`src/design/sha224_pkg.sv`:
```
// Shared types, constants and round functions for the SHA-224 engine.
`timescale 1ns / 1ps
package sha224_pkg;

   localparam int unsigned WordBits  = 32;
   localparam int unsigned BlockWords = 16;
   localparam int unsigned RoundCnt  = 64;
   localparam int unsigned DigestWords = 7;
   localparam logic [7:0]  PadByte = 8'h80;

   typedef logic [31:0] word_type;

   // One queued job for the back end: a full 512-bit block and its last flag.
   typedef struct packed {
      logic [511:0] block;
      logic         last;   // final block of a message: emit digest after
   } job_type;

   typedef enum logic [1:0] {
      BE_IDLE,
      BE_ROUND,
      BE_ADD,
      BE_OUT
   } be_state_type;

   typedef enum logic [1:0] {
      FE_TAKE,
      FE_PAD1,
      FE_PAD2
   } fe_state_type;

   localparam word_type InitWords [8] = '{
      32'hc1059ed8, 32'h367cd507, 32'h3070dd17, 32'hf70e5939,
      32'hffc00b31, 32'h68581511, 32'h64f98fa7, 32'hbefa4fa4
   };

   localparam word_type RoundK [64] = '{
      32'h428a2f98, 32'h71374491, 32'hb5c0fbcf, 32'he9b5dba5,
      32'h3956c25b, 32'h59f111f1, 32'h923f82a4, 32'hab1c5ed5,
      32'hd807aa98, 32'h12835b01, 32'h243185be, 32'h550c7dc3,
      32'h72be5d74, 32'h80deb1fe, 32'h9bdc06a7, 32'hc19bf174,
      32'he49b69c1, 32'hefbe4786, 32'h0fc19dc6, 32'h240ca1cc,
      32'h2de92c6f, 32'h4a7484aa, 32'h5cb0a9dc, 32'h76f988da,
      32'h983e5152, 32'ha831c66d, 32'hb00327c8, 32'hbf597fc7,
      32'hc6e00bf3, 32'hd5a79147, 32'h06ca6351, 32'h14292967,
      32'h27b70a85, 32'h2e1b2138, 32'h4d2c6dfc, 32'h53380d13,
      32'h650a7354, 32'h766a0abb, 32'h81c2c92e, 32'h92722c85,
      32'ha2bfe8a1, 32'ha81a664b, 32'hc24b8b70, 32'hc76c51a3,
      32'hd192e819, 32'hd6990624, 32'hf40e3585, 32'h106aa070,
      32'h19a4c116, 32'h1e376c08, 32'h2748774c, 32'h34b0bcb5,
      32'h391c0cb3, 32'h4ed8aa4a, 32'h5b9cca4f, 32'h682e6ff3,
      32'h748f82ee, 32'h78a5636f, 32'h84c87814, 32'h8cc70208,
      32'h90befffa, 32'ha4506ceb, 32'hbef9a3f7, 32'hc67178f2
   };

   function automatic word_type rotr(input word_type x, input int unsigned n);
      rotr = (x >> n) | (x << (WordBits - n));
   endfunction

   function automatic word_type sig0(input word_type x);
      sig0 = rotr(x, 7) ^ rotr(x, 18) ^ (x >> 3);
   endfunction

   function automatic word_type sig1(input word_type x);
      sig1 = rotr(x, 17) ^ rotr(x, 19) ^ (x >> 10);
   endfunction

   function automatic word_type bsig0(input word_type x);
      bsig0 = rotr(x, 2) ^ rotr(x, 13) ^ rotr(x, 22);
   endfunction

   function automatic word_type bsig1(input word_type x);
      bsig1 = rotr(x, 6) ^ rotr(x, 11) ^ rotr(x, 25);
   endfunction

endpackage

```
`src/design/sha224_queue.sv`:
```
// Two-entry job queue between front end and compression core.
`timescale 1ns / 1ps
module sha224_queue
   import sha224_pkg::*;
(
   input  logic    clock,
   input  logic    reset,
   input  logic    wr_valid,
   output logic    wr_ready,
   input  job_type wr_job,
   output logic    rd_valid,
   input  logic    rd_ready,
   output job_type rd_job
);

   job_type    slot_ff [2];
   logic       wptr_ff, rptr_ff;
   logic [1:0] count_ff;
   logic       push, pop;

   assign wr_ready = (count_ff != 2'd2);
   assign rd_valid = (count_ff != 2'd0);
   assign rd_job   = slot_ff[rptr_ff];
   assign push     = wr_valid && wr_ready;
   assign pop      = rd_valid && rd_ready;

   always_ff @(posedge clock) begin
      if (reset) begin
         wptr_ff  <= 1'b0;
         rptr_ff  <= 1'b0;
         count_ff <= '0;
      end else begin
         if (push) wptr_ff <= ~wptr_ff;
         if (pop)  rptr_ff <= ~rptr_ff;
         count_ff <= count_ff + 2'(push) - 2'(pop);
      end
      if (push) slot_ff[wptr_ff] <= wr_job;
   end

`ifndef SYNTHESIS
   a_no_overflow: assert property (@(posedge clock) disable iff (reset)
      count_ff <= 2'd2)
      else $error("queue count overflow");
`endif

endmodule

```
`config.mk`:
```
export PLATFORM = sky130hd
export DESIGN_NAME = sha224_queue
export DESIGN_NICKNAME = d
export VERILOG_FILES = /design/src/design/sha224_pkg.sv /design/src/design/sha224_queue.sv
export SDC_FILE = /design/constraint.sdc
export NUM_CORES = 1
export LEC_CHECK = 0
export BUFFER_PORTS_ARGS = -buffer_cell sky130_fd_sc_hd__buf_4
export CAP_MARGIN = 20
export CORE_AREA = 2 2 406 408
export CTS_CLUSTER_SIZE = 10
export DETAILED_ROUTE_END_ITERATION = 10
export DIE_AREA = 0 0 408 410
export PLACE_DENSITY = 0.53
export SYNTH_ARGS = -nofsm -noshare
export SYNTH_HDL_FRONTEND = slang
export SYNTH_SLANG_ARGS = --single-unit
```
`constraint.sdc`:
```
create_clock -name clock -period 22.9 [get_ports clock]
set_input_delay 2.29 -clock clock [delete_from_list [all_inputs] [get_ports clock]]
set_output_delay 2.29 -clock clock [all_outputs]
set_load 0.01 [all_outputs]
```
==> results.md <==
* Status: complete, no violations
* CP arrival at 7.03 ns
* Maximum clock insertion buffer count at 3
* Switching pwr at 1.52 mW
* XOR/XNOR Fraction of Synth Area at 0.0702%
* Mapped Avg Cell Area at 23.1 sq um
* Post-layout min period at 6.67 ns
* Worst-Skew Late Latency at 0.73 ns
* Iter 0 DRT Violations at 1007
* Die W at 408 um
* Worst-Margin Slew at 1.11 ns
* Worst hold path cell count at 2
* CTS root buffer: clkbuf_16
* Fin nets at 3254
* Post-synthesis mux area share at 15.5%
* Syn Nets at 2139
* Clk pin slew, worst setup/hold paths at 0.06 ns
* Initial antenna violation count at 43
* Maximum capacitance violations at 0
* Post-synthesis adder-cell area fraction at 0.0669%
* Crit start category: input pin
* Cell count after synthesis at 1620
* Detail Route Antenna Nets at 0
* VDD IR max at 0.0635 mV
* Crit-path max cell delay at 0.80 ns
* Remaining global-route overflow at 0
* Slew headroom at 25.7%
* Io pins at 1032
* RSZ-0062 raised after global routing: no
* Area of the multi-input gates at 5910 sq um
* Syn. warnings at 0
* CTS tree: yes
* Max Slew Vio Count at 0
* Largest family of logic cells by synthesized area: multiplexers
* Crit. End Element: flop
* Avg WL per Cell at 22.5 um
* Die area at 167000 sq um
* All-layer global routing usage at 12.8%
* Hpwl dp at 81000 um
* Internal power at 3.99 mW
* FP Rows at 149
* WHS Endpoint: rptr_ff$_SDFFE_PP0P_
* Crit-path cells: buf_4 > nand2_1 > nor2_4 > buf_4 > buf_4 > buf_4 > buf_4 > buf_4
* RR Startpoint: count_ff[0]$_SDFF_PP0_
* Post-Syn Area at 37400 sq um
* Post-synthesis compound-gate area fraction at 0.0201%
* Final period utilization at 29.1%
* Post-synthesis simple-gate area fraction at 0.144%
* CP Class: input pin to flop
* Layout Area Growth over Synthesis at 35.7%
* Vias in the first global route at 20180
* Post-synth top area cell: edfxtp_1
* Gate power share at 26.0%
* Fin. Hold Viols at 0
* Distinct cells, synth at 16
* Pre-Repair DR Iteration Count at 4
* Slowest library cell on the worst path: buf_4
* Commonest non-fill, non-tap cell in the layout: buf_4
* Clk pwr share at 29.9%
* Sequential-to-total area share from yosys stat at 82.6%
* FF-to-FF path depth at 8
* Crit path from: wr_valid
* Postcts setup bufs at 0
* Layout Skew at 0.0512 ns
* F_max at 150 MHz
* Top-area cell type share of the netlist area at 82.3%
* Flop pwr share at 44.1%
* Clk sinks at 1031
* Register area at 30900 sq um
* Die H at 410 um
* Pleak at 18.2 nW
* First-pass GRT wire length at 152000 um
* Most frequent cells in the layout: 1051 x buf_4, 1026 x edfxtp_1, 514 x mux2_2
* Cts repair resizes at 0
* Sw Share at 27.6%
* Register bit count reported by yosys at 1031
* CP required at 23.26 ns
* Power after layout at 5.52 mW
* Critical path fanouts, max at 61
* Layout cells sized above 1 at 61.4%
* R2R setup slack at 17.30 ns
* Routability cong. at 0.785
* Final setup fails at 0
* Synth area leaders: edfxtp_1 82%, mux2_2 15%, buf_6 1.6%
* Worst reg2reg path endpoint: slot_ff[0][213]$_DFFE_PP_
* H-Tree Depth at 3
* Hold Startpoint: rptr_ff$_SDFFE_PP0P_
* Filler cell count at 16063
* Most used cell, CP: buf_4
* Routed wire length at 112000 um
* Power per Cell Area at 109 nW/um^2
* Worst hold path class: flop to flop
* Number of remaining DRC errors at 0
* IO buf count at 1031
* Core Footprint at 163000 sq um
* Vias per cell at 3.95
* Largest net degree at the start of global routing at 154
* Total CTS buffers at 117
* Fin Setup TNS at 0 ns
* Hold buffers post-CTS at 0
* Initial core utilization at 22.9%
* Routed vias at 19618
==> sequential cells by signal, summed over array words and instances (netlist names), named ones only <==
signal / count
count_ff: 2
rptr_ff: 1
slot_ff: 1026
wptr_ff: 1
==> area by class of cell <==
cell class                      count  area share [%]
Sequential cell                  1031            60.9
Timing Repair Buffer             1053            15.6
Antenna cell                        7          0.0345
Inverter                            1         0.00739
Clock buffer                      138            5.94
Clock inverter                     19           0.495
Tap cell                         2189            5.39
Multi-Input combinational cell    531            11.6
==> routing by layer <==
layer | part of all wire, % | track usage [%] | vias up
met5 | 0.036 | 0 | -
met4 | 2.5 | 4.32 | 6
met3 | 11 | 5.85 | 189
met2 | 50 | 21.8 | 815
met1 | 37 | 14.0 | 9916
li1 | - | - | 8692
==> cells by family (layout without fill, tap and decap cells) <==
kind of cell	count (synthesis)	after routing
XOR/XNOR	3	3
multiplexers	514	514
AO/OA/AOI/OAI	1	1
adder cells (fa/ha/maj)	2	2
flip-flops	1031	1031
other	0	7
AND/OR/NAND/NOR	11	11
buffers and inverters	58	1211
==> power groups by stage <==
stage / clock network, mW / logic (mW) / registers (mW)
2_1_floorplan: 0 / 0.754 / 2.59
3_3_place_gp: 0 / 1.48 / 2.46
3_5_place_dp: 0 / 1.47 / 2.47
4_1_cts: 1.71 / 1.47 / 2.43
5_1_grt: 1.77 / 1.54 / 2.45
6_report: 1.65 / 1.43 / 2.43
==> worst max-delay path by stage <==
stage	endpoint	slack (ns)	depth (start not counted)
2_1_floorplan	slot_ff[0][0]$_DFFE_PP_	6.62	2
3_3_place_gp	slot_ff[0][214]$_DFFE_PP_	15.27	8
3_5_place_dp	slot_ff[0][214]$_DFFE_PP_	15.37	8
4_1_cts	slot_ff[0][153]$_DFFE_PP_	16.20	8
5_1_grt	slot_ff[0][219]$_DFFE_PP_	15.87	8
6_report	slot_ff[0][213]$_DFFE_PP_	16.23	8
==> metrics by stage <==
step	hold WS, ns	instance area [sq um]	worst slack, ns	std cells	util (%)
2_1_floorplan	0.481	37400	6.62	1620	-
3_3_place_gp	0.497	47500	15.27	4805	29.1
3_5_place_dp	0.498	47500	15.37	4805	29.1
4_1_cts	0.516	50800	16.20	4962	31.1
5_1_grt	0.590	50800	15.87	4968	31.1
6_report	0.511	50800	16.23	4969	31.1
==> cells in the mapped netlist <==
| cell | count |
|---|---|
| xor2_1 | 1 |
| or2_2 | 1 |
| xnor2_1 | 2 |
| nand2_1 | 1 |
| and3_1 | 1 |
| buf_6 | 53 |
| o21a_1 | 1 |
| inv_1 | 1 |
| nor2_1 | 5 |
| edfxtp_1 | 1026 |
| nand2b_1 | 1 |
| mux2_2 | 514 |
| nor2b_1 | 2 |
| ha_1 | 2 |
| buf_2 | 4 |
| dfxtp_1 | 5 |
==> worst max-delay path, delay by kind of cell <==
family	cells	cell delay, ns
buf+inv	6	3.82
simple gates	2	0.69
Power figures use the tool's default switching activity.
