<file path="src/design/sha224_pkg.sv">
// Shared types, constants and round functions for the SHA-224 engine.
`timescale 1ns / 1ps
package sha224_pkg;

   localparam int unsigned WordBits  = 32;
   localparam int unsigned BlockWords = 16;
   localparam int unsigned RoundCnt  = 64;
   localparam int unsigned DigestWords = 7;
   localparam logic [7:0]  PadByte = 8'h80;

   typedef logic [31:0] word_type;

   // One queued job for the back end: a full 512-bit block and its last flag.
   typedef struct packed {
      logic [511:0] block;
      logic         last;   // final block of a message: emit digest after
   } job_type;

   typedef enum logic [1:0] {
      BE_IDLE,
      BE_ROUND,
      BE_ADD,
      BE_OUT
   } be_state_type;

   typedef enum logic [1:0] {
      FE_TAKE,
      FE_PAD1,
      FE_PAD2
   } fe_state_type;

   localparam word_type InitWords [8] = '{
      32'hc1059ed8, 32'h367cd507, 32'h3070dd17, 32'hf70e5939,
      32'hffc00b31, 32'h68581511, 32'h64f98fa7, 32'hbefa4fa4
   };

   localparam word_type RoundK [64] = '{
      32'h428a2f98, 32'h71374491, 32'hb5c0fbcf, 32'he9b5dba5,
      32'h3956c25b, 32'h59f111f1, 32'h923f82a4, 32'hab1c5ed5,
      32'hd807aa98, 32'h12835b01, 32'h243185be, 32'h550c7dc3,
      32'h72be5d74, 32'h80deb1fe, 32'h9bdc06a7, 32'hc19bf174,
      32'he49b69c1, 32'hefbe4786, 32'h0fc19dc6, 32'h240ca1cc,
      32'h2de92c6f, 32'h4a7484aa, 32'h5cb0a9dc, 32'h76f988da,
      32'h983e5152, 32'ha831c66d, 32'hb00327c8, 32'hbf597fc7,
      32'hc6e00bf3, 32'hd5a79147, 32'h06ca6351, 32'h14292967,
      32'h27b70a85, 32'h2e1b2138, 32'h4d2c6dfc, 32'h53380d13,
      32'h650a7354, 32'h766a0abb, 32'h81c2c92e, 32'h92722c85,
      32'ha2bfe8a1, 32'ha81a664b, 32'hc24b8b70, 32'hc76c51a3,
      32'hd192e819, 32'hd6990624, 32'hf40e3585, 32'h106aa070,
      32'h19a4c116, 32'h1e376c08, 32'h2748774c, 32'h34b0bcb5,
      32'h391c0cb3, 32'h4ed8aa4a, 32'h5b9cca4f, 32'h682e6ff3,
      32'h748f82ee, 32'h78a5636f, 32'h84c87814, 32'h8cc70208,
      32'h90befffa, 32'ha4506ceb, 32'hbef9a3f7, 32'hc67178f2
   };

   function automatic word_type rotr(input word_type x, input int unsigned n);
      rotr = (x >> n) | (x << (WordBits - n));
   endfunction

   function automatic word_type sig0(input word_type x);
      sig0 = rotr(x, 7) ^ rotr(x, 18) ^ (x >> 3);
   endfunction

   function automatic word_type sig1(input word_type x);
      sig1 = rotr(x, 17) ^ rotr(x, 19) ^ (x >> 10);
   endfunction

   function automatic word_type bsig0(input word_type x);
      bsig0 = rotr(x, 2) ^ rotr(x, 13) ^ rotr(x, 22);
   endfunction

   function automatic word_type bsig1(input word_type x);
      bsig1 = rotr(x, 6) ^ rotr(x, 11) ^ rotr(x, 25);
   endfunction

endpackage

</file>
<file path="src/design/sha224_core.sv">
// Compression core: one round per cycle, chaining words and digest output.
`timescale 1ns / 1ps
module sha224_core
   import sha224_pkg::*;
(
   input  logic         clock,
   input  logic         reset,
   input  logic         job_valid,
   output logic         job_ready,
   input  job_type      job,
   output logic         out_valid,
   input  logic         out_ready,
   output logic [31:0]  out_word,
   output logic [2:0]   out_index,
   output logic         out_last
);

   be_state_type state_ff, state_in;
   word_type     h_ff [8];
   word_type     v_ff [8];
   word_type     w_ff [16];
   logic [5:0]   round_ff;
   logic [2:0]   idx_ff;
   logic         last_ff;

   word_type t1, t2, wnew, wcur;

   assign wcur = w_ff[0];
   assign t1 = v_ff[7] + bsig1(v_ff[4]) + ((v_ff[4] & v_ff[5]) ^ (~v_ff[4] & v_ff[6]))
             + RoundK[round_ff] + wcur;
   assign t2 = bsig0(v_ff[0]) + ((v_ff[0] & v_ff[1]) ^ (v_ff[0] & v_ff[2])
             ^ (v_ff[1] & v_ff[2]));
   // schedule window: w[t+16] = w[t] + s0(w[t+1]) + w[t+9] + s1(w[t+14])
   assign wnew = w_ff[0] + sig0(w_ff[1]) + w_ff[9] + sig1(w_ff[14]);

   always_comb begin
      state_in = state_ff;
      case (state_ff)
         BE_IDLE:  if (job_valid) state_in = BE_ROUND;
         BE_ROUND: if (round_ff == 6'd63) state_in = BE_ADD;
         BE_ADD:   state_in = last_ff ? BE_OUT : BE_IDLE;
         BE_OUT:   if (out_ready && idx_ff == 3'(DigestWords - 1)) state_in = BE_IDLE;
         default:  state_in = BE_IDLE;
      endcase
   end

   always_comb begin
      job_ready = (state_ff == BE_IDLE);
      out_valid = (state_ff == BE_OUT);
      out_word  = h_ff[idx_ff];
      out_index = idx_ff;
      out_last  = (idx_ff == 3'(DigestWords - 1));
   end

   always_ff @(posedge clock) begin
      if (reset) begin
         state_ff <= BE_IDLE;
         round_ff <= '0;
         idx_ff   <= '0;
         last_ff  <= 1'b0;
         for (int i = 0; i < 8; i++) h_ff[i] <= InitWords[i];
      end else begin
         state_ff <= state_in;
         case (state_ff)
            BE_IDLE: begin
               round_ff <= '0;
               idx_ff   <= '0;
               if (job_valid) last_ff <= job.last;
            end
            BE_ROUND: round_ff <= round_ff + 6'd1;
            BE_ADD: for (int i = 0; i < 8; i++) h_ff[i] <= h_ff[i] + v_ff[i];
            BE_OUT: if (out_ready) begin
               idx_ff <= idx_ff + 3'd1;
               if (out_last)
                  for (int i = 0; i < 8; i++) h_ff[i] <= InitWords[i];
            end
            default: ;
         endcase
      end
      if (state_ff == BE_IDLE) begin
         for (int i = 0; i < 16; i++) w_ff[i] <= job.block[511 - 32 * i -: 32];
         for (int i = 0; i < 8; i++)  v_ff[i] <= h_ff[i];
      end else if (state_ff == BE_ROUND) begin
         for (int i = 0; i < 15; i++) w_ff[i] <= w_ff[i + 1];
         w_ff[15] <= wnew;
         for (int i = 1; i < 8; i++) if (i != 4) v_ff[i] <= v_ff[i - 1];
         v_ff[4] <= v_ff[3] + t1;
         v_ff[0] <= t1 + t2;
      end
   end

`ifndef SYNTHESIS
   a_out_hold: assert property (@(posedge clock) disable iff (reset)
      out_valid && !out_ready |=> out_valid && $stable(idx_ff))
      else $error("digest word dropped");
   a_add_after_rounds: assert property (@(posedge clock) disable iff (reset)
      state_ff == BE_ADD |-> $past(round_ff) == 6'd63)
      else $error("chaining add before last round");
`endif

endmodule

</file>
<file path="config.mk">
export PLATFORM = sky130hd
export DESIGN_NAME = sha224_core
export DESIGN_NICKNAME = d
export VERILOG_FILES = /design/src/design/sha224_pkg.sv /design/src/design/sha224_core.sv
export SDC_FILE = /design/constraint.sdc
export NUM_CORES = 2
export LEC_CHECK = 0
export BUFFER_PORTS_ARGS = -buffer_cell sky130_fd_sc_hd__buf_4
export CAP_MARGIN = 20
export CORE_AREA = 8 8 386 388
export DETAILED_ROUTE_END_ITERATION = 10
export DIE_AREA = 0 0 394 396
export PLACE_DENSITY = 0.68
export SLEW_MARGIN = 10
export SYNTH_ARGS = -nofsm -noshare
export SYNTH_HDL_FRONTEND = slang
export SYNTH_SLANG_ARGS = --single-unit
</file>
<file path="constraint.sdc">
create_clock -name clock -period 24.5 [get_ports clock]
set_clock_uncertainty 0.15 [all_clocks]
set_input_delay 1.225 -clock clock [delete_from_list [all_inputs] [get_ports clock]]
set_output_delay 1.225 -clock clock [all_outputs]
set_load 0.01 [all_outputs]
</file>
==> qor.yml <==
drt-total-wl_um: 265300
syn2layout_area_growth_pct: 13.90
start_util: 0.4955
r2r_slack_ps: 13850
synth-seq-cells: 1039
synthMuxAreaShare: 0.03371
cts_setup_buffers: 0
start_kind: "flop"
arrival_ps: 10940
fin_crit_sh: 0.4348
ys_top_cells_by_count: "nand2_1, edfxtp_1, a21oi_1, ha_1, xnor2_1"
clockBufferDepth: 3
yosys.cell_count.top_type: "nand2_1"
rsz0062_at_grt: "no"
synth-simple-area-share: 0.1854
cp_max_fo: 19
synth_compound_area_frac: 0.1285
dieWidth_um: 394
synth_edf_count: 896
synthXorXnorAreaFrac: 0.07079
drt_drc_violations_left: 0
ctsResizeCount: 0
drtIter0Drc: 6613
max_stage_delay_ps: 830
hold-path-endpoint: "last_ff$_SDFFE_PP0P_"
hpwlAfterDp_um: 204500
worst_pin_slew_ps: 1202
drt_first_pass_iters: 6
synth_top_family_by_area: "simple AND/OR/NAND/NOR gates"
synth.net_count: 8786
viasPerCell: 5.907
min_period_ps: 10650
synth_area_um2: 70750
grt_start_max_net_pins: 165
ioPinCount: 555
nets: 9162
drv_cap: 0
synth_cell_types: 96
syn_area_per_cell_um2: 9.210
setup_viol: 0
cts_num_sinks: 1039
drive_gt1_frac: 0.1223
end_kind: "flop"
synth_cells: 7682
grt_pass1_vias: 58480
postRouteAntennaNets: 0
final.setup.tns_ps: 0
hold_viol: 0
wire_per_inst_um: 26.31
seq_area_frac_synth: 0.4208
rows: 139
worst_r2r_endpoint: "v_ff[0][31]$_DFFE_PP_"
whs_path_depth: 2
synth_area_leaders: "edfxtp_1, nand2_1, ha_1"
cp_slowest_cell: "dfxtp_1"
path_class: "flop to flop"
outcome: "finished clean"
timing.fmax_mhz: 93.88
async_flop_share: 0
htreeDepth: 3
synth_top_area_cell: "edfxtp_1"
clk_pin_slew_ps: 60
grt_pass1_wl_um: 385400
core_area_um2: 142800
vias: 59560
ys.warnings.count: 0
cts_tree: "built"
synth_ff_type: "edfxtp_1"
grt_use_total: 0.3271
drv_slew: 0
fin_util: 0.5644
hold_path_startpoint: "last_ff$_SDFFE_PP0P_"
cts-root-buf: "clkbuf_16"
gp_congestion: 0.9906
synth_top_area_share: 0.3803
worst_ep_required_time_ps: 24790
crit_top_cell: "inv_1"
r2r_cells: 38
grt-ovfl-total: 0
die-height_um: 396
cts_buffers: 118
clk_latency_ps: 800
r2r-start: "round_ff[1]$_SDFFE_PP0P_"
slew-limit-headroom: 0.1899
die_area_um2: 156000
holdBufCountCts: 0
io_buffers: 554
antenna_found_initial: 28
synthAdderAreaFrac: 0.1251
hold_path_class: "flop to flop"
-- sequential cells by signal (all words and copies together) (netlist names), named ones only --
signal,cells
w_ff,512
last_ff,1
out_index,3
round_ff,6
state_ff,2
v_ff,256
h_ff,256
-- cells by family (layout without fill, tap and decap cells) --
logic type / Yosys count / after routing
adder cells (fa/ha/maj): 591 / 591
multiplexers: 144 / 144
buffers and inverters: 675 / 1154
other: 0 / 18
AND/OR/NAND/NOR: 3241 / 3241
AO/OA/AOI/OAI: 1421 / 1421
flip-flops: 1039 / 1039
XOR/XNOR: 571 / 571
-- layer usage --
layer / global-route usage / wire length (µm) / vias up / share of wire
li1: - / - / 27240 / -
met1: 0.4148 / 102500 / 28830 / 0.39
met2: 0.5397 / 124400 / 2911 / 0.47
met3: 0.05540 / 21760 / 569 / 0.082
met4: 0.1677 / 16540 / 6 / 0.062
met5: 0 / 40 / - / 0.00015
-- critical path, delay by kind of cell, from the launching register on --
family	cells	cell delay, ps
compound gates	13	2880
xor+xnor	3	490
fa+ha+maj	7	3210
buf+inv	6	900
flops	1	830
simple gates	9	1890
-- per-stage QoR --
step / hold WS, ps / cells / instance area, µm² / setup WS (ps)
CTS: 300.9 / 10060 / 80540 / 13950
global placement: 292.1 / 9840 / 76590 / 14100
floorplan: 282.8 / 7682 / 70750 / 4368
global route: 331.2 / 10080 / 80570 / 13190
finish: 301.2 / 10080 / 80580 / 13850
detailed placement: 292.9 / 9841 / 76600 / 13970
-- worst max path at each step --
| stage | end | startpoint | cells after the start | slack, ps |
|---|---|---|---|---|
| CTS | v_ff[0][31]$_DFFE_PP_ | round_ff[1]$_SDFFE_PP0P_ | 38 | 13950 |
| global placement | v_ff[0][31]$_DFFE_PP_ | round_ff[1]$_SDFFE_PP0P_ | 38 | 14100 |
| detailed placement | v_ff[0][31]$_DFFE_PP_ | round_ff[1]$_SDFFE_PP0P_ | 38 | 13970 |
| floorplan | h_ff[1][0]$_SDFFCE_PP1P_ | state_ff[1]$_SDFFE_PP0P_ | 5 | 4370 |
| finish | v_ff[0][31]$_DFFE_PP_ | round_ff[1]$_SDFFE_PP0P_ | 38 | 13850 |
| global route | v_ff[0][31]$_DFFE_PP_ | round_ff[1]$_SDFFE_PP0P_ | 38 | 13190 |
-- cells in the final DEF (no fill, tap or decap), types with 40 or more instances in the layout --
master	synthesis	final
mux4_2	70	70
nor2b_1	49	48
a21o_1	186	185
buf_4	0	624
mux2_2	54	54
nand2b_1	57	56
a31oi_1	40	40
edfxtp_1	896	896
nand2_1	2476	2474
inv_1	298	296
dfxtp_1	143	138
nor2_1	343	341
nand3_1	72	72
clkbuf_16	0	118
fa_1	195	195
a21oi_1	394	393
o21ai_0	308	307
ha_1	392	392
a211oi_1	62	62
o21ai_1	65	66
xnor2_1	374	374
nor3_1	72	72
o21a_1	55	55
o211ai_1	58	58
xor2_1	196	196
-- layout make-up --
class                           count  area (µm²)
Sequential cell                  1039       29780
Clock buffer                      152        3131
Multi-Input combinational cell   5968       38520
Timing Repair Buffer              629        4775
Antenna cell                       18       45.04
Fill cell                       12640       62200
Inverter                          302        1149
Tap cell                         1903        2381
Clock inverter                     71       805.8
Power is left out: the tool's default activity adds up to more than one toggle a clock period on the data nets, which glitch-free logic cannot reach.
