$ cat config.mk
export PLATFORM = sky130hd
export DESIGN_NAME = sha224_front
export DESIGN_NICKNAME = d
export VERILOG_FILES = /design/src/design/sha224_pkg.sv /design/src/design/sha224_front.sv
export SDC_FILE = /design/constraint.sdc
export NUM_CORES = 2
export LEC_CHECK = 0
export ABC_AREA = 1
export BUFFER_PORTS_ARGS = -buffer_cell sky130_fd_sc_hd__buf_2
export CORE_MARGIN = 3
export CORE_UTILIZATION = 25
export DETAILED_ROUTE_END_ITERATION = 12
export GPL_ROUTABILITY_DRIVEN = 0
export PLACE_DENSITY = 0.4
export SYNTH_ARGS = -nofsm -noshare
export SYNTH_HDL_FRONTEND = slang
export SYNTH_SLANG_ARGS = --single-unit
export TNS_END_PERCENT = 30
$ cat constraint.sdc
create_clock -name clock -period 81.7 [get_ports clock]
set_input_delay 4.085 -clock clock [delete_from_list [all_inputs] [get_ports clock]]
set_output_delay 4.085 -clock clock [all_outputs]
set_load 0.1 [all_outputs]
$ cat src/design/sha224_pkg.sv
// Shared types, constants and round functions for the SHA-224 engine.
`timescale 1ns / 1ps
package sha224_pkg;

   localparam int unsigned WordBits  = 32;
   localparam int unsigned BlockWords = 16;
   localparam int unsigned RoundCnt  = 64;
   localparam int unsigned DigestWords = 7;
   localparam logic [7:0]  PadByte = 8'h80;

   typedef logic [31:0] word_type;

   // One queued job for the back end: a full 512-bit block and its last flag.
   typedef struct packed {
      logic [511:0] block;
      logic         last;   // final block of a message: emit digest after
   } job_type;

   typedef enum logic [1:0] {
      BE_IDLE,
      BE_ROUND,
      BE_ADD,
      BE_OUT
   } be_state_type;

   typedef enum logic [1:0] {
      FE_TAKE,
      FE_PAD1,
      FE_PAD2
   } fe_state_type;

   localparam word_type InitWords [8] = '{
      32'hc1059ed8, 32'h367cd507, 32'h3070dd17, 32'hf70e5939,
      32'hffc00b31, 32'h68581511, 32'h64f98fa7, 32'hbefa4fa4
   };

   localparam word_type RoundK [64] = '{
      32'h428a2f98, 32'h71374491, 32'hb5c0fbcf, 32'he9b5dba5,
      32'h3956c25b, 32'h59f111f1, 32'h923f82a4, 32'hab1c5ed5,
      32'hd807aa98, 32'h12835b01, 32'h243185be, 32'h550c7dc3,
      32'h72be5d74, 32'h80deb1fe, 32'h9bdc06a7, 32'hc19bf174,
      32'he49b69c1, 32'hefbe4786, 32'h0fc19dc6, 32'h240ca1cc,
      32'h2de92c6f, 32'h4a7484aa, 32'h5cb0a9dc, 32'h76f988da,
      32'h983e5152, 32'ha831c66d, 32'hb00327c8, 32'hbf597fc7,
      32'hc6e00bf3, 32'hd5a79147, 32'h06ca6351, 32'h14292967,
      32'h27b70a85, 32'h2e1b2138, 32'h4d2c6dfc, 32'h53380d13,
      32'h650a7354, 32'h766a0abb, 32'h81c2c92e, 32'h92722c85,
      32'ha2bfe8a1, 32'ha81a664b, 32'hc24b8b70, 32'hc76c51a3,
      32'hd192e819, 32'hd6990624, 32'hf40e3585, 32'h106aa070,
      32'h19a4c116, 32'h1e376c08, 32'h2748774c, 32'h34b0bcb5,
      32'h391c0cb3, 32'h4ed8aa4a, 32'h5b9cca4f, 32'h682e6ff3,
      32'h748f82ee, 32'h78a5636f, 32'h84c87814, 32'h8cc70208,
      32'h90befffa, 32'ha4506ceb, 32'hbef9a3f7, 32'hc67178f2
   };

   function automatic word_type rotr(input word_type x, input int unsigned n);
      rotr = (x >> n) | (x << (WordBits - n));
   endfunction

   function automatic word_type sig0(input word_type x);
      sig0 = rotr(x, 7) ^ rotr(x, 18) ^ (x >> 3);
   endfunction

   function automatic word_type sig1(input word_type x);
      sig1 = rotr(x, 17) ^ rotr(x, 19) ^ (x >> 10);
   endfunction

   function automatic word_type bsig0(input word_type x);
      bsig0 = rotr(x, 2) ^ rotr(x, 13) ^ rotr(x, 22);
   endfunction

   function automatic word_type bsig1(input word_type x);
      bsig1 = rotr(x, 6) ^ rotr(x, 11) ^ rotr(x, 25);
   endfunction

endpackage

$ cat src/design/sha224_front.sv
// Front end: gathers bytes into blocks, counts bits and builds padding blocks.
`timescale 1ns / 1ps
module sha224_front
   import sha224_pkg::*;
(
   input  logic         clock,
   input  logic         reset,
   input  logic         in_valid,
   output logic         in_ready,
   input  logic [7:0]   in_byte,
   input  logic         in_present,
   input  logic         in_end,
   output logic         job_valid,
   input  logic         job_ready,
   output job_type      job
);

   fe_state_type state_ff, state_in;
   logic [511:0] buf_ff, buf_in;
   logic [5:0]   fill_ff, fill_in;
   logic [63:0]  bits_ff, bits_in;

   logic [511:0] with_byte;
   logic [6:0]   fill_after;
   logic [511:0] pad_blk;
   logic         two_blocks;

   // the byte at index i sits at bits [511-8i -: 8] (big-endian words)
   always_comb begin
      with_byte = buf_ff;
      with_byte[10'(511 - 8 * fill_ff) -: 8] = in_byte;
   end

   assign fill_after = in_present ? 7'(fill_ff) + 7'd1 : 7'(fill_ff);

   // padded tail block built from buffer and count of held bytes
   always_comb begin
      pad_blk = buf_ff;
      for (int i = 0; i < 64; i++) begin
         if (i == fill_ff)
            pad_blk[511 - 8 * i -: 8] = PadByte;
         else if (i > fill_ff)
            pad_blk[511 - 8 * i -: 8] = 8'h00;
      end
   end

   assign two_blocks = (fill_ff >= 6'd56);

   always_comb begin
      state_in = state_ff;
      buf_in   = buf_ff;
      fill_in  = fill_ff;
      bits_in  = bits_ff;
      case (state_ff)
         FE_TAKE: begin
            if (in_valid && in_ready) begin
               if (in_present) begin
                  buf_in  = with_byte;
                  bits_in = bits_ff + 64'd8;
                  fill_in = fill_after[5:0];
               end
               if (in_end)
                  state_in = FE_PAD1;
            end
         end
         FE_PAD1: begin
            if (job_ready) begin
               fill_in = 6'd0;
               if (two_blocks) begin
                  buf_in   = '0;
                  state_in = FE_PAD2;
               end else begin
                  bits_in  = '0;
                  state_in = FE_TAKE;
               end
            end
         end
         FE_PAD2: begin
            if (job_ready) begin
               bits_in  = '0;
               state_in = FE_TAKE;
            end
         end
         default: state_in = FE_TAKE;
      endcase
   end

   // a full block or a pad block is offered to the queue
   always_comb begin
      in_ready  = 1'b0;
      job_valid = 1'b0;
      job.block = pad_blk;
      job.last  = 1'b0;
      case (state_ff)
         FE_TAKE: begin
            // a completing byte needs queue space in the same cycle
            in_ready  = job_ready || !(in_present && fill_ff == 6'd63);
            job_valid = in_valid && in_present && fill_ff == 6'd63;
            job.block = with_byte;
         end
         FE_PAD1: begin
            job_valid = 1'b1;
            job.last  = !two_blocks;
            if (!two_blocks)
               job.block = {pad_blk[511:64], bits_ff};
         end
         FE_PAD2: begin
            job_valid = 1'b1;
            job.last  = 1'b1;
            job.block = {448'd0, bits_ff};
         end
         default: ;
      endcase
   end

   always_ff @(posedge clock) begin
      if (reset) begin
         state_ff <= FE_TAKE;
         fill_ff  <= '0;
         bits_ff  <= '0;
      end else begin
         state_ff <= state_in;
         fill_ff  <= fill_in;
         bits_ff  <= bits_in;
      end
      buf_ff <= buf_in;
   end

`ifndef SYNTHESIS
   a_no_take_padding: assert property (@(posedge clock) disable iff (reset)
      state_ff != FE_TAKE |-> !in_ready)
      else $error("input taken while padding");
   a_count_bytes: assert property (@(posedge clock) disable iff (reset)
      bits_ff[2:0] == 3'd0 && bits_ff[8:3] == fill_ff || state_ff != FE_TAKE)
      else $error("bit count out of step with fill");
   a_pad2_from_pad1: assert property (@(posedge clock) disable iff (reset)
      $rose(state_ff == FE_PAD2) |-> $past(state_ff == FE_PAD1))
      else $error("bad padding order");
`endif

endmodule

==> flow_metrics.env <==
export IMPL_grt_max_degree=190
export IMPL_io_pins=529
export IMPL_cts_setup_buffers=0
export IMPL_clock_latency_ns=0.70
export IMPL_status="complete, no violations"
export IMPL_hold_path_depth=2
export IMPL_initial_core_util_pct=25.2
export IMPL_first_pass_iters=6
export IMPL_drt_initial_drc_count=3960
export IMPL_worstHoldEndpoint="bits_ff[3]"
export IMPL_rows=137
export IMPL_end_kind="primary output"
export IMPL_grtUsageTotal_pct=24.2
export IMPL_nets=5134
export IMPL_antenna_found_initial=24
export IMPL_r2r_start="fill_ff[0]"
export IMPL_fmax_mhz=90.6
export IMPL_skew_ns=0.0266
export IMPL_crit_fanout=6
export IMPL_r2r_end="buf_ff[69]"
export IMPL_ctsHoldBuffers=0
export IMPL_slew_violations=0
export IMPL_via_count=36100
export IMPL_core_um2=140000
export IMPL_cp_arrival_ns=6.96
export IMPL_die_h_um=381
export IMPL_startpoint_type="primary input"
export IMPL_r2r_slack_ns=75.88
export IMPL_rr_worst_depth=12
export IMPL_maxCapViolCount=0
export IMPL_period_share_pct=13.5
export IMPL_yosys_warnings=0
export IMPL_hp_start="bits_ff[3]"
export IMPL_wl_per_cell_um=26.0
export IMPL_grt_pass1_wl_mm=256
export IMPL_dieArea_um2=145000
export IMPL_ys_ff_latch=581
export IMPL_crit_type="in -> out"
export IMPL_syn_area_um2=35200
export IMPL_cts_max_path_buffers=3
export IMPL_worstPathRequired_ns=77.61
export IMPL_grt_setup_unrepaired="no"
export IMPL_grt_pass1_vias=33400
export IMPL_tightest_slew_ns=1.21
export IMPL_setup_tns_ns=0
export IMPL_ys_seq_area_share_pct=47.6
export IMPL_hold_viol=0
export IMPL_drive_gt1_share_pct=15.0
export IMPL_die_width_um=381
export IMPL_finalWirelength_mm=183
export IMPL_cts_root_buf="clkbuf_16"
export IMPL_cts_max_level=3
export IMPL_port_buffers=528
export IMPL_synth_area_per_cell_um2=7.48
export IMPL_overflow=0
export IMPL_dp_hpwl_mm=129
export IMPL_clkSlewWorstSetupHoldPaths_ns=0.05
export IMPL_postRouteAntennaNets=0
export IMPL_syn_to_final_growth_pct=19.9
export IMPL_numCtsBuffers=80
export IMPL_synth_net_count=4728
export IMPL_cts_resized=0
export IMPL_drt_drc_violations_left=0
export IMPL_synth_cells=4703
export IMPL_vias_per_cell=5.12
export IMPL_fill_cells=15400
export IMPL_finalSetupViolCount=0
export IMPL_cts_sinks=581
export IMPL_synth_cell_types=46
export IMPL_min_period_ns=11.04
export IMPL_slew_headroom_pct=19.6
export IMPL_cts_tree="done"
export IMPL_min_path_type="reg -> reg"
## cell usage after synthesis, drive strengths merged
master	n	area, µm²
a211oi	7	52.6
o211ai	33	248
xor2	4	35.0
o211a	1	10.0
o21ai	647	3240
and3	1	6.26
a21boi	3	22.5
clkbuf	200	751
clkinv	3	11.3
o221ai	28	245
o21bai	8	60.1
o21a	48	360
a21oi	166	831
buf	77	403
ha	11	138
o22ai	148	926
or2	8	50.1
nor3	30	170
o311ai	3	26.3
a31o	1	8.76
and2	2	12.5
o32ai	15	131
nor2	911	3470
inv	463	1740
nor4	3	18.8
nand3b	12	90.1
nor3b	11	82.6
o31ai	3	22.5
nand2	951	3580
nand3	293	1480
a22oi	3	22.5
edfxtp	512	15400
o2111ai	1	8.76
nand4	15	93.8
a32oi	6	52.6
dfxtp	69	1380
a31oi	6	37.5
## critical path, cell delays in order
cell and delay (ns):
buf_2 0.09, nand2_1 0.06, nor2_1 0.88, nand2_1 0.40, nand2_1 0.16, o21ai_0 0.12, o21ai_0 0.61, buf_2 0.55
## final cells by class
cell class	count	area, µm²	share of cell area, %
diodes	11	27.5	0.0652
clock buffers	104	2160	5.13
clock inverters	37	319	0.756
inverters	466	1760	4.16
multi-input cells	3379	15600	37.0
flip-flops and latches	581	16800	39.7
well taps	1876	2350	5.56
repair buffers	601	3230	7.65
## cells in the final DEF (no fill, tap or decap), types with 4 or more instances in the layout
cell type	instances
a211oi_1	7
a21oi_1	165
a31oi_1	6
a32oi_1	6
buf_2	528
buf_4	70
bufinv_16	4
clkbuf_1	19
clkbuf_16	82
clkinv_1	24
clkinv_2	6
dfxtp_1	69
diode_2	11
edfxtp_1	512
ha_1	10
inv_1	441
inv_2	20
nand2_1	946
nand2_2	4
nand3_1	292
nand3b_1	12
nand4_1	15
nor2_1	885
nor2_2	25
nor3_1	24
nor3_2	6
nor3b_1	11
o211ai_1	33
o21a_1	48
o21ai_0	600
o21ai_1	46
o21bai_1	8
o221ai_1	28
o22ai_1	148
o32ai_1	15
or2_2	8
xor2_1	4
## sequential cells by signal (all words and copies together) (netlist names)
signal and flops:
buf_ff 512, state_ff 2, fill_ff 6, bits_ff 61
## cells by family (layout without fill, tap and decap cells)
logic type      count (synthesis)  count (layout)  share of synthesized area (%)
simple gates                 2237            2237                           25.7
compound gates               1127            1127                           17.9
buf+inv                       743            1208                           8.25
flops                         581             581                           47.6
fa+ha+maj                      11              11                          0.391
xor+xnor                        4               4                         0.0995
other cells                     0              11                              0
## stage by stage
stage	hold slack (ns)	std cells	setup slack, ns	area (µm²)	utilization (%)
6_report	0.516	7055	70.66	42200	30.2
5_1_grt	0.535	7044	70.65	42200	30.2
4_1_cts	0.511	7044	70.75	42200	30.2
3_5_place_dp	0.503	6903	70.79	39700	28.4
3_3_place_gp	0.495	6903	70.81	39700	28.4
2_1_floorplan	0.468	4703	51.02	35200	-
## worst max-delay path by stage
stage                          start        end  slack (ns)  cells past startpoint
final                     in_byte[1]   job[306]       70.66                      8
after global routing      in_byte[1]   job[178]       70.65                      8
after CTS                 in_byte[1]   job[306]       70.75                      8
after detailed placement  in_byte[1]   job[306]       70.79                      8
after global placement    in_byte[1]   job[306]       70.81                      8
after floorplan           in_present  buf_ff[0]       51.02                      7
## layer usage
layer | part of all wire, % | vias to the layer above | track usage, % | wire length, µm
met5 | 0.038 | - | 0 | 69
met4 | 2.8 | 10 | 6.70 | 5130
met3 | 7.6 | 206 | 4.82 | 13900
met2 | 44 | 1407 | 37.2 | 80900
met1 | 45 | 17700 | 34.4 | 83100
li1 | - | 16700 | - | -
Power is left out: the tool's default activity adds up to more than one toggle a clock period on the data nets, which glitch-free logic cannot reach.
